--- src/rtl/sorted_id_table_engine_defines.svh ---
// Assertion macros for the sorted id table engine.
`ifndef SORTED_ID_TABLE_ENGINE_DEFINES_SVH
`define SORTED_ID_TABLE_ENGINE_DEFINES_SVH
`ifndef ASSERT_OFF
`define STE_ASSERT_IMP(lbl, clk, rst_n, ante, cons, msg) \
    lbl: assert property (@(posedge clk) disable iff (!rst_n) (ante) |-> (cons)) else $error(msg);
`define STE_ASSERT_NXT(lbl, clk, rst_n, ante, cons, msg) \
    lbl: assert property (@(posedge clk) disable iff (!rst_n) (ante) |=> (cons)) else $error(msg);
`else
`define STE_ASSERT_IMP(lbl, clk, rst_n, ante, cons, msg)
`define STE_ASSERT_NXT(lbl, clk, rst_n, ante, cons, msg)
`endif
`endif

--- src/rtl/ste_pkg.sv ---
// Shared types and constants of the sorted id table engine.
`default_nettype none
package ste_pkg;
    localparam int ENTRIES_DEF = 64;
    localparam logic [31:0] MARKER = 32'hFFFF_FFFF;

    localparam logic [2:0] KIND_ALLOC   = 3'd0;
    localparam logic [2:0] KIND_INSERT  = 3'd1;
    localparam logic [2:0] KIND_FREE    = 3'd2;
    localparam logic [2:0] KIND_LOOKUP  = 3'd3;
    localparam logic [2:0] KIND_COMPACT = 3'd4;

    typedef enum logic [1:0] {
        STS_OK        = 2'd0,
        STS_FULL      = 2'd1,
        STS_DUP       = 2'd2,
        STS_NOT_FOUND = 2'd3
    } status_t;

    typedef enum logic [4:0] {
        OP_NONE, OP_LOAD,
        OP_CSETUP, OP_CRD, OP_CWR, OP_CEND,
        OP_SSETUP, OP_SRD, OP_SCMP, OP_FRD,
        OP_SHSETUP, OP_SHRD, OP_SHWR,
        OP_INSWR, OP_REVIVE, OP_FREE, OP_ALLOC,
        OP_RESULT
    } op_t;

    typedef struct packed {
        status_t st;
        logic    zero_slot;
        logic    zero_id;
    } res_t;

    typedef struct packed {
        op_t  op;
        res_t res;
    } cmd_t;

    typedef struct packed {
        logic [2:0] kind;
        logic       key_marker;
        logic       full;
        logic       srch_more;
        logic       cmp_more;
        logic       shift_more;
        logic       hit;
        logic       live;
        logic       out_free;
    } stat_t;

    typedef enum logic [4:0] {
        ST_IDLE, ST_DISP,
        ST_C_SET, ST_C_CHK, ST_C_RD, ST_C_WR, ST_C_END, ST_POSTC,
        ST_S_SET, ST_S_CHK, ST_S_RD, ST_S_CMP, ST_F_RD, ST_F_HIT,
        ST_SH_SET, ST_SH_CHK, ST_SH_RD, ST_SH_WR,
        ST_INS, ST_REVIVE, ST_FREE, ST_ALLOC, ST_RES
    } state_t;
endpackage
`default_nettype wire

--- src/rtl/ste_ram.sv ---
// Generic single-port RAM with registered read.
`default_nettype none
module ste_ram #(
    parameter int WIDTH = 33,
    parameter int DEPTH = ste_pkg::ENTRIES_DEF
) (
    input  wire logic                     clk,
    input  wire logic                     we,
    input  wire logic                     re,
    input  wire logic [$clog2(DEPTH)-1:0] addr,
    input  wire logic [WIDTH-1:0]         wdata,
    output logic      [WIDTH-1:0]         rdata
);
    logic [WIDTH-1:0] mem [DEPTH];

    always_ff @(posedge clk)
    begin
        if (we)
        begin
            mem[addr] <= wdata;
        end
        if (re)
        begin
            rdata <= mem[addr];
        end
    end
endmodule
`default_nettype wire

--- src/rtl/ste_dp.sv ---
// Datapath: table RAM, marks, search and scan registers, result register.
`default_nettype none
module ste_dp #(
    parameter int ENTRIES = ste_pkg::ENTRIES_DEF
) (
    input  wire logic           clk,
    input  wire logic           rst_n,
    input  wire logic [2:0]     kind,
    input  wire logic [31:0]    key_id,
    output logic                out_valid,
    input  wire logic           out_stall,
    output logic [1:0]          status,
    output logic [5:0]          slot,
    output logic [31:0]         entry_id,
    output logic [6:0]          used_count,
    input  wire ste_pkg::cmd_t  cmd,
    output ste_pkg::stat_t      sts
);
    localparam int AW = $clog2(ENTRIES);
    localparam int FW = $clog2(ENTRIES + 1);

    logic [2:0]    kind_reg, kind_next;
    logic [31:0]   key_reg, key_next;
    logic [FW-1:0] fill_reg, fill_next;
    logic [FW-1:0] low_reg, low_next;
    logic [FW-1:0] lo_reg, lo_next;
    logic [FW-1:0] hi_reg, hi_next;
    logic [FW-1:0] idx_reg, idx_next;
    logic [FW-1:0] dst_reg, dst_next;
    logic [31:0]   fresh_reg, fresh_next;
    logic          out_valid_reg, out_valid_next;
    logic [1:0]    status_reg, status_next;
    logic [5:0]    slot_reg, slot_next;
    logic [31:0]   entry_reg, entry_next;
    logic [6:0]    used_reg, used_next;

    logic          ram_we, ram_re;
    logic [AW-1:0] ram_addr;
    logic [32:0]   ram_wdata, ram_rdata;
    logic          rd_live;
    logic [31:0]   rd_id;
    logic [FW:0]   mid_sum;
    logic [FW-1:0] mid;
    logic [FW-1:0] idx_m1;
    logic [FW-1:0] low_clamp;
    logic [31:0]   fresh_use;

    ste_ram #(.WIDTH(33), .DEPTH(ENTRIES)) u_ram (
        .clk   (clk),
        .we    (ram_we),
        .re    (ram_re),
        .addr  (ram_addr),
        .wdata (ram_wdata),
        .rdata (ram_rdata)
    );

    assign rd_live   = ram_rdata[32];
    assign rd_id     = ram_rdata[31:0];
    assign mid_sum   = {1'b0, lo_reg} + {1'b0, hi_reg};
    assign mid       = mid_sum[FW:1];
    assign idx_m1    = idx_reg - FW'(1);
    assign low_clamp = (low_reg > fill_reg) ? fill_reg : low_reg;
    // the counter skips the empty marker
    assign fresh_use = (fresh_reg == ste_pkg::MARKER) ? 32'd0 : fresh_reg;

    always_comb
    begin
        ram_we    = 1'b0;
        ram_re    = 1'b0;
        ram_addr  = lo_reg[AW-1:0];
        ram_wdata = ram_rdata;
        unique case (cmd.op) inside
            ste_pkg::OP_CRD:
            begin
                ram_re   = 1'b1;
                ram_addr = idx_reg[AW-1:0];
            end
            ste_pkg::OP_CWR:
            begin
                ram_we   = rd_live;
                ram_addr = dst_reg[AW-1:0];
            end
            ste_pkg::OP_SRD:
            begin
                ram_re   = 1'b1;
                ram_addr = mid[AW-1:0];
            end
            ste_pkg::OP_FRD:
            begin
                ram_re = 1'b1;
            end
            ste_pkg::OP_SHRD:
            begin
                ram_re   = 1'b1;
                ram_addr = idx_m1[AW-1:0];
            end
            ste_pkg::OP_SHWR:
            begin
                ram_we   = 1'b1;
                ram_addr = idx_reg[AW-1:0];
            end
            ste_pkg::OP_INSWR, ste_pkg::OP_REVIVE:
            begin
                ram_we    = 1'b1;
                ram_wdata = {1'b1, key_reg};
            end
            ste_pkg::OP_FREE:
            begin
                ram_we    = 1'b1;
                ram_wdata = {1'b0, key_reg};
            end
            ste_pkg::OP_ALLOC:
            begin
                ram_we    = 1'b1;
                ram_addr  = fill_reg[AW-1:0];
                ram_wdata = {1'b1, fresh_use};
            end
            default:
            begin
            end
        endcase
    end

    always_comb
    begin
        kind_next      = kind_reg;
        key_next       = key_reg;
        fill_next      = fill_reg;
        low_next       = low_reg;
        lo_next        = lo_reg;
        hi_next        = hi_reg;
        idx_next       = idx_reg;
        dst_next       = dst_reg;
        fresh_next     = fresh_reg;
        status_next    = status_reg;
        slot_next      = slot_reg;
        entry_next     = entry_reg;
        used_next      = used_reg;
        out_valid_next = out_valid_reg && out_stall;
        unique case (cmd.op)
            ste_pkg::OP_LOAD:
            begin
                kind_next = kind;
                key_next  = key_id;
            end
            ste_pkg::OP_CSETUP:
            begin
                low_next = low_clamp;
                idx_next = low_clamp;
                dst_next = low_clamp;
            end
            ste_pkg::OP_CWR:
            begin
                idx_next = idx_reg + FW'(1);
                if (rd_live)
                begin
                    dst_next = dst_reg + FW'(1);
                end
            end
            ste_pkg::OP_CEND:
            begin
                fill_next = dst_reg;
                low_next  = dst_reg;
            end
            ste_pkg::OP_SSETUP:
            begin
                lo_next = '0;
                hi_next = fill_reg;
            end
            ste_pkg::OP_SCMP:
            begin
                if (rd_id < key_reg)
                begin
                    lo_next = mid + FW'(1);
                end
                else
                begin
                    hi_next = mid;
                end
            end
            ste_pkg::OP_SHSETUP:
            begin
                idx_next = fill_reg;
            end
            ste_pkg::OP_SHWR:
            begin
                idx_next = idx_m1;
            end
            ste_pkg::OP_INSWR:
            begin
                fill_next = fill_reg + FW'(1);
            end
            ste_pkg::OP_FREE:
            begin
                if (lo_reg < low_reg)
                begin
                    low_next = lo_reg;
                end
                // freeing the topmost entry pulls the fill mark down
                if (lo_reg + FW'(1) == fill_reg)
                begin
                    fill_next = fill_reg - FW'(1);
                end
            end
            ste_pkg::OP_ALLOC:
            begin
                lo_next    = fill_reg;
                fill_next  = fill_reg + FW'(1);
                key_next   = fresh_use;
                fresh_next = fresh_use + 32'd1;
            end
            ste_pkg::OP_RESULT:
            begin
                status_next    = cmd.res.st;
                slot_next      = cmd.res.zero_slot ? 6'd0 : 6'(lo_reg);
                entry_next     = cmd.res.zero_id ? 32'd0 : key_reg;
                used_next      = 7'(fill_reg);
                out_valid_next = 1'b1;
            end
            default:
            begin
            end
        endcase
    end

    always_ff @(posedge clk or negedge rst_n)
    begin
        if (!rst_n)
        begin
            fill_reg      <= '0;
            low_reg       <= '0;
            fresh_reg     <= '0;
            out_valid_reg <= 1'b0;
        end
        else
        begin
            fill_reg      <= fill_next;
            low_reg       <= low_next;
            fresh_reg     <= fresh_next;
            out_valid_reg <= out_valid_next;
        end
    end

    always_ff @(posedge clk)
    begin
        kind_reg   <= kind_next;
        key_reg    <= key_next;
        lo_reg     <= lo_next;
        hi_reg     <= hi_next;
        idx_reg    <= idx_next;
        dst_reg    <= dst_next;
        status_reg <= status_next;
        slot_reg   <= slot_next;
        entry_reg  <= entry_next;
        used_reg   <= used_next;
    end

    assign sts.kind       = kind_reg;
    assign sts.key_marker = (key_reg == ste_pkg::MARKER);
    assign sts.full       = (fill_reg == FW'(ENTRIES));
    assign sts.srch_more  = (lo_reg < hi_reg);
    assign sts.cmp_more   = (idx_reg < fill_reg);
    assign sts.shift_more = (idx_reg > lo_reg);
    assign sts.hit        = (lo_reg < fill_reg) && (rd_id == key_reg);
    assign sts.live       = rd_live;
    assign sts.out_free   = !out_valid_reg || !out_stall;

    assign out_valid  = out_valid_reg;
    assign status     = status_reg;
    assign slot       = slot_reg;
    assign entry_id   = entry_reg;
    assign used_count = used_reg;
endmodule
`default_nettype wire

--- src/rtl/ste_ctrl.sv ---
// Controller: sequences compaction, search, shift, write and result steps.
`default_nettype none
module ste_ctrl (
    input  wire logic           clk,
    input  wire logic           rst_n,
    input  wire logic           in_valid,
    output logic                in_stall,
    input  wire ste_pkg::stat_t sts,
    output ste_pkg::cmd_t       cmd
);
    ste_pkg::state_t state_reg, state_next;
    ste_pkg::res_t   res_reg, res_next;

    function automatic ste_pkg::res_t mk_res(input ste_pkg::status_t st,
                                             input logic zs, input logic zi);
        ste_pkg::res_t r;
        r.st        = st;
        r.zero_slot = zs;
        r.zero_id   = zi;
        return r;
    endfunction

    always_comb
    begin
        state_next = state_reg;
        res_next   = res_reg;
        unique case (state_reg) inside
            ste_pkg::ST_IDLE:
            begin
                if (in_valid)
                begin
                    state_next = ste_pkg::ST_DISP;
                end
            end
            ste_pkg::ST_DISP:
            begin
                case (sts.kind) inside
                    ste_pkg::KIND_ALLOC:
                    begin
                        state_next = sts.full ? ste_pkg::ST_C_SET : ste_pkg::ST_ALLOC;
                    end
                    ste_pkg::KIND_INSERT:
                    begin
                        if (sts.key_marker)
                        begin
                            res_next   = mk_res(ste_pkg::STS_NOT_FOUND, 1'b1, 1'b0);
                            state_next = ste_pkg::ST_RES;
                        end
                        else
                        begin
                            state_next = sts.full ? ste_pkg::ST_C_SET : ste_pkg::ST_S_SET;
                        end
                    end
                    ste_pkg::KIND_FREE, ste_pkg::KIND_LOOKUP:
                    begin
                        if (sts.key_marker)
                        begin
                            res_next   = mk_res(ste_pkg::STS_NOT_FOUND, 1'b1, 1'b0);
                            state_next = ste_pkg::ST_RES;
                        end
                        else
                        begin
                            state_next = ste_pkg::ST_S_SET;
                        end
                    end
                    ste_pkg::KIND_COMPACT:
                    begin
                        state_next = ste_pkg::ST_C_SET;
                    end
                    default:
                    begin
                        res_next   = mk_res(ste_pkg::STS_NOT_FOUND, 1'b1, 1'b1);
                        state_next = ste_pkg::ST_RES;
                    end
                endcase
            end
            ste_pkg::ST_C_SET: state_next = ste_pkg::ST_C_CHK;
            ste_pkg::ST_C_CHK:
            begin
                state_next = sts.cmp_more ? ste_pkg::ST_C_RD : ste_pkg::ST_C_END;
            end
            ste_pkg::ST_C_RD:  state_next = ste_pkg::ST_C_WR;
            ste_pkg::ST_C_WR:  state_next = ste_pkg::ST_C_CHK;
            ste_pkg::ST_C_END: state_next = ste_pkg::ST_POSTC;
            ste_pkg::ST_POSTC:
            begin
                if (sts.kind == ste_pkg::KIND_ALLOC)
                begin
                    if (sts.full)
                    begin
                        res_next   = mk_res(ste_pkg::STS_FULL, 1'b1, 1'b1);
                        state_next = ste_pkg::ST_RES;
                    end
                    else
                    begin
                        state_next = ste_pkg::ST_ALLOC;
                    end
                end
                else if (sts.kind == ste_pkg::KIND_INSERT)
                begin
                    if (sts.full)
                    begin
                        res_next   = mk_res(ste_pkg::STS_FULL, 1'b1, 1'b0);
                        state_next = ste_pkg::ST_RES;
                    end
                    else
                    begin
                        state_next = ste_pkg::ST_S_SET;
                    end
                end
                else
                begin
                    res_next   = mk_res(ste_pkg::STS_OK, 1'b1, 1'b1);
                    state_next = ste_pkg::ST_RES;
                end
            end
            ste_pkg::ST_S_SET: state_next = ste_pkg::ST_S_CHK;
            ste_pkg::ST_S_CHK:
            begin
                state_next = sts.srch_more ? ste_pkg::ST_S_RD : ste_pkg::ST_F_RD;
            end
            ste_pkg::ST_S_RD:  state_next = ste_pkg::ST_S_CMP;
            ste_pkg::ST_S_CMP: state_next = ste_pkg::ST_S_CHK;
            ste_pkg::ST_F_RD:  state_next = ste_pkg::ST_F_HIT;
            ste_pkg::ST_F_HIT:
            begin
                if (sts.kind == ste_pkg::KIND_INSERT)
                begin
                    if (sts.hit && sts.live)
                    begin
                        res_next   = mk_res(ste_pkg::STS_DUP, 1'b0, 1'b0);
                        state_next = ste_pkg::ST_RES;
                    end
                    else if (sts.hit)
                    begin
                        state_next = ste_pkg::ST_REVIVE;
                    end
                    else
                    begin
                        state_next = ste_pkg::ST_SH_SET;
                    end
                end
                else if (sts.hit && sts.live)
                begin
                    if (sts.kind == ste_pkg::KIND_FREE)
                    begin
                        state_next = ste_pkg::ST_FREE;
                    end
                    else
                    begin
                        res_next   = mk_res(ste_pkg::STS_OK, 1'b0, 1'b0);
                        state_next = ste_pkg::ST_RES;
                    end
                end
                else
                begin
                    res_next   = mk_res(ste_pkg::STS_NOT_FOUND, 1'b1, 1'b0);
                    state_next = ste_pkg::ST_RES;
                end
            end
            ste_pkg::ST_SH_SET: state_next = ste_pkg::ST_SH_CHK;
            ste_pkg::ST_SH_CHK:
            begin
                state_next = sts.shift_more ? ste_pkg::ST_SH_RD : ste_pkg::ST_INS;
            end
            ste_pkg::ST_SH_RD: state_next = ste_pkg::ST_SH_WR;
            ste_pkg::ST_SH_WR: state_next = ste_pkg::ST_SH_CHK;
            ste_pkg::ST_INS, ste_pkg::ST_REVIVE, ste_pkg::ST_FREE, ste_pkg::ST_ALLOC:
            begin
                res_next   = mk_res(ste_pkg::STS_OK, 1'b0, 1'b0);
                state_next = ste_pkg::ST_RES;
            end
            ste_pkg::ST_RES:
            begin
                if (sts.out_free)
                begin
                    state_next = ste_pkg::ST_IDLE;
                end
            end
            default: state_next = ste_pkg::ST_IDLE;
        endcase
    end

    always_comb
    begin
        cmd.op  = ste_pkg::OP_NONE;
        cmd.res = res_reg;
        unique case (state_reg)
            ste_pkg::ST_IDLE:   cmd.op = in_valid ? ste_pkg::OP_LOAD : ste_pkg::OP_NONE;
            ste_pkg::ST_C_SET:  cmd.op = ste_pkg::OP_CSETUP;
            ste_pkg::ST_C_RD:   cmd.op = ste_pkg::OP_CRD;
            ste_pkg::ST_C_WR:   cmd.op = ste_pkg::OP_CWR;
            ste_pkg::ST_C_END:  cmd.op = ste_pkg::OP_CEND;
            ste_pkg::ST_S_SET:  cmd.op = ste_pkg::OP_SSETUP;
            ste_pkg::ST_S_RD:   cmd.op = ste_pkg::OP_SRD;
            ste_pkg::ST_S_CMP:  cmd.op = ste_pkg::OP_SCMP;
            ste_pkg::ST_F_RD:   cmd.op = ste_pkg::OP_FRD;
            ste_pkg::ST_SH_SET: cmd.op = ste_pkg::OP_SHSETUP;
            ste_pkg::ST_SH_RD:  cmd.op = ste_pkg::OP_SHRD;
            ste_pkg::ST_SH_WR:  cmd.op = ste_pkg::OP_SHWR;
            ste_pkg::ST_INS:    cmd.op = ste_pkg::OP_INSWR;
            ste_pkg::ST_REVIVE: cmd.op = ste_pkg::OP_REVIVE;
            ste_pkg::ST_FREE:   cmd.op = ste_pkg::OP_FREE;
            ste_pkg::ST_ALLOC:  cmd.op = ste_pkg::OP_ALLOC;
            ste_pkg::ST_RES:
            begin
                cmd.op = sts.out_free ? ste_pkg::OP_RESULT : ste_pkg::OP_NONE;
            end
            default:            cmd.op = ste_pkg::OP_NONE;
        endcase
    end

    assign in_stall = (state_reg != ste_pkg::ST_IDLE);

    always_ff @(posedge clk or negedge rst_n)
    begin
        if (!rst_n)
        begin
            state_reg <= ste_pkg::ST_IDLE;
            res_reg   <= '0;
        end
        else
        begin
            state_reg <= state_next;
            res_reg   <= res_next;
        end
    end
endmodule
`default_nettype wire

--- src/rtl/sorted_id_table_engine.sv ---
// Sorted id table engine top level: one request in, one result out.
// Lookup and free run a binary search, free then marks its entry dead; insert shifts the
// entries above its slot up, and compact scans the slots from the low mark to the fill mark.
// Throughput: one request at a time, bound by the single-port table RAM loops.
// Reset (rst_n, async low): table empty, fill mark, low mark and fresh id at zero;
// no clearing pass, slots at or above the fill mark may be read but their contents are never used.
`default_nettype none
`include "sorted_id_table_engine_defines.svh"
module sorted_id_table_engine #(
    parameter int ENTRIES = ste_pkg::ENTRIES_DEF
) (
    input  wire logic        clk,
    input  wire logic        rst_n,
    input  wire logic        in_valid,
    output logic             in_stall,
    input  wire logic [2:0]  kind,
    input  wire logic [31:0] key_id,
    output logic             out_valid,
    input  wire logic        out_stall,
    output logic [1:0]       status,
    output logic [5:0]       slot,
    output logic [31:0]      entry_id,
    output logic [6:0]       used_count
);
    // controller issues one datapath command per cycle and reads back status
    ste_pkg::cmd_t  cmd;
    ste_pkg::stat_t sts;

    ste_ctrl u_ctrl (
        .clk      (clk),
        .rst_n    (rst_n),
        .in_valid (in_valid),
        .in_stall (in_stall),
        .sts      (sts),
        .cmd      (cmd)
    );

    // the result register lets a new request start while the last result waits
    ste_dp #(.ENTRIES(ENTRIES)) u_dp (
        .clk        (clk),
        .rst_n      (rst_n),
        .kind       (kind),
        .key_id     (key_id),
        .out_valid  (out_valid),
        .out_stall  (out_stall),
        .status     (status),
        .slot       (slot),
        .entry_id   (entry_id),
        .used_count (used_count),
        .cmd        (cmd),
        .sts        (sts)
    );

    `STE_ASSERT_NXT(a_busy_after_req, clk, rst_n, in_valid && !in_stall, in_stall, "request not held off")
    `STE_ASSERT_IMP(a_nf_slot0, clk, rst_n, out_valid && status == ste_pkg::STS_NOT_FOUND, slot == 6'd0, "not found with slot")
    `STE_ASSERT_IMP(a_full_slot0, clk, rst_n, out_valid && status == ste_pkg::STS_FULL, slot == 6'd0, "full with slot")
    `STE_ASSERT_IMP(a_used_range, clk, rst_n, out_valid, 32'(used_count) <= 32'(ENTRIES), "fill mark out of range")
endmodule
`default_nettype wire

--- config.mk ---
export PLATFORM = sky130hd
export DESIGN_NAME = sorted_id_table_engine
export DESIGN_NICKNAME = d
export VERILOG_FILES = /design/src/rtl/ste_pkg.sv /design/src/rtl/ste_ram.sv /design/src/rtl/ste_dp.sv /design/src/rtl/ste_ctrl.sv /design/src/rtl/sorted_id_table_engine.sv
export VERILOG_INCLUDE_DIRS = /design/src /design/src/rtl
export SDC_FILE = /design/constraint.sdc
export NUM_CORES = 2
export LEC_CHECK = 0
export BUFFER_PORTS_ARGS = -buffer_cell sky130_fd_sc_hd__clkbuf_2
export CAP_MARGIN = 15
export CORE_MARGIN = 4
export CORE_UTILIZATION = 28
export CTS_BUF_LIST = sky130_fd_sc_hd__clkbuf_4
export DETAILED_ROUTE_END_ITERATION = 7
export REMOVE_ABC_BUFFERS = 1
export SYNTH_ARGS = -nofsm -noshare
export SYNTH_HDL_FRONTEND = slang
export SYNTH_SLANG_ARGS = --single-unit
--- constraint.sdc ---
create_clock -name clk -period 17.8 [get_ports clk]
set_input_delay 3.56 -clock clk [delete_from_list [all_inputs] [get_ports clk]]
set_output_delay 3.56 -clock clk [all_outputs]
set_load 0.05 [all_outputs]
==> impl_metrics.yaml <==
cts:
  clockBufferDepth: 4
  htree_levels: 6
  cts_root_buffer: "clkbuf_4"
  postCtsSetupBuffers: 0
  clock_sinks: 2311
  clk_latency_ns: 1.39
  cts_hold_buf: 0
  cts_buffers: 602
  cts_resized: 0
  clkTransAtPathRegs_ns: 0.08
  cts_tree: "done"
drt:
  wl_mm: 274
  drc: 1
  ant_nets: 0
  drt-initial-drc-count: 7309
  vias: 55900
  vias_per_cell: 5.16
  first_pass_iters: 8
  routedWlPerCell_um: 25.3
timing:
  layout_min_cycle_time_ns: 6.97
  rsz0062_at_grt: "false"
  max_slew_margin: 0.170
  worst_slack_ns: 10.83
  maxSlewViolCount: 0
  fin_crit_sh: 0.391
  setup_viol: 0
  tightest_slew_ns: 1.24
  final.setup_skew_ns: 0.101
  hold_violations: 0
  max_freq_ghz: 0.144
floorplan:
  fp.coreArea_um2: 330000
  dieArea_um2: 341000
  io_pins: 88
  row_count: 211
  die_w_um: 584
  die_h_um: 584
  start_util: 0.281
grt:
  track_usage: 0.156
  grt_use_met3: 0.0397
  grt_use_met1: 0.211
  grt_max_degree: 181
  top_usage_layer: "met2"
  grt_pass1_wl_mm: 392
  first_global_vias: 55000
  gr-total-overflow: 0
  antenna_found_initial: 24
  met2_usage: 0.242
flow_run:
  max_cap_violations: 0
layout:
  fin_cells: 10800
  drive_gt1_frac: 0.249
  final_cell_mix: "edfxtp_1, clkbuf_4, nand2_1, nand3_1, mux4_2"
  layout.area.seq_um2: 69100
  final_common_cell: "edfxtp_1"
  fin_util: 0.323
  nFillCells: 31900
  top_register: "u_dp.u_ram.mem"
  fin_nets: 6207
  area_growth_pct: 14.9
  largest_register_ffs: 2112
  multi_input_area_um2: 22600
  final_area_um2: 107000
  largestRegisters: "u_dp.u_ram.mem: 2112 flops, u_dp.u_ram.rdata: 33 flops"
worst_setup_path:
  endpoint_kind: "output port"
  path_max_fanout: 24
  worstPathRequired_ns: 14.24
  worstSetupStartpointType: "flop"
  arrival_ns: 3.41
  criticalPathCategory: "flop to output port"
synthesis:
  synth_edf_count: 2255
  async_flop_share: 0.0242
  ys_top_cells_by_area: "edfxtp_1, mux4_2, nand2_1, nand3_1, dfrtp_1"
  syn_area_per_cell_um2: 16.8
  yosysTopAreaCell: "edfxtp_1"
  syn_area_um2: 92800
  yosysUniqueCellTypes: 89
  synth_warnings: 0
  synth_sequential_area_ratio: 0.745
  synth_flop_cell: "edfxtp_1"
  synth_top_area_frac: 0.730
  ys_ff_latch: 2311
  synthCells: 5538
placed_design:
  dp.cells: 9831
  port_buffers: 87
  gp_congestion: 0.886
  dpl_cell_area_um2: 99300
  pre_cts_ws_ns: 10.02
  dpl.hpwl_mm: 160
worst_hold_path:
  min_path_type: "flop to flop"
status:
  failed_checks: "DRC"
  status: "finished, violations left"
power_and_ir_drop:
  power_density_nw_per_um2: 187
  peakVddDrop_mv: 0.198
  power.leakage_nw: 34.9
[Yosys cell counts (all sizes together) (6+ instances only)]
cell type and number:
nor2 168, or3 36, mux4 311, nor3 32, edfxtp 2255, a22oi 132
clkbuf 183, a31oi 13, or2 11, a21o 29, a211oi 15, dfrtp 56
nor4 13, xor2 18, o2bb2ai 8, o211ai 6, mux2i 123, a22o 32
buf 131, xnor2 32, nand3 316, o21a 17, a222oi 39, o21bai 7
nand2b 14, o221ai 7, a21oi 66, and4 7, nor2b 19, nand4 174
and2 7, a32oi 108, nand2 786, o21ai 49, inv 116, o22ai 13
and3 17, ha 88
[per-layer routing]
| layer | up-vias | wire, um |
|---|---|---|
| li1 | 23500 | - |
| met1 | 28800 | 110000 |
| met2 | 3063 | 127000 |
| met3 | 577 | 27200 |
| met4 | 10 | 9870 |
| met5 | - | 69 |
[path summary, 6_finish.rpt]
check,start,to,slack (ns),cells after the start
worst max-delay path,u_ctrl.state_reg[1]$_DFFE_PN0P_,in_stall,10.83,3
worst min-delay path,u_ctrl.cmd[2]$_DFFE_PN0P_,u_dp.status[0]$_DFFE_PP_,0.47,0
worst max register to register,u_ctrl.state_reg[1]$_DFFE_PN0P_,u_dp.u_ram.rdata[32]$_DFFE_PP_,10.91,10
worst min register to register,u_ctrl.cmd[2]$_DFFE_PN0P_,u_dp.status[0]$_DFFE_PP_,0.47,0
max in group asynchronous,rst_n,u_dp.fresh_reg[15]$_DFFE_PN0N_,14.84,2
min in group asynchronous,rst_n,u_ctrl.state_reg[1]$_DFFE_PN0P_,2.37,2
[per-stage QoR]
stage / hold WS [ns] / power (mW) / TNS [ns]
final: 0.468 / 19.9 / 0
after floorplan: 0.425 / 13.7 / -135.43
after global routing: 0.485 / 20.8 / 0
after detailed placement: 0.458 / 15.6 / 0
after CTS: 0.469 / 20.0 / 0
after global placement: 0.446 / 15.4 / 0
[final cells by class]
| cell class | count | area share |
|---|---|---|
| tap | 4366 | 0.0512 |
| multi-input combinational | 2797 | 0.212 |
| inverter | 116 | 0.00408 |
| clock inverter | 110 | 0.00583 |
| clock buffer | 870 | 0.0613 |
| antenna | 14 | 0.000329 |
| timing repair buffer | 250 | 0.0173 |
| sequential | 2311 | 0.648 |
[power by group]
part / internal, mW / leakage (nW) / switching (mW)
logic: 2.25 / 9.58 / 5.59
clock network: 2.32 / 4.29 / 2.09
registers: 7.43 / 21.1 / 0.241
total: 12.0 / 34.9 / 7.92
[critical path, cell delays in order (launching register included)]
cell and delay, ns:
dfrtp_1 0.71, nor3_2 0.66, nand2_1 0.34, clkbuf_2 0.32
[logic make-up after synthesis]
family | synth area share
flops | 0.745
xor+xnor | 0.00472
mux | 0.0891
fa+ha+maj | 0.0124
buf+inv | 0.0194
compound gates | 0.0489
simple gates | 0.0806
(Power assumes the default switching activity.)
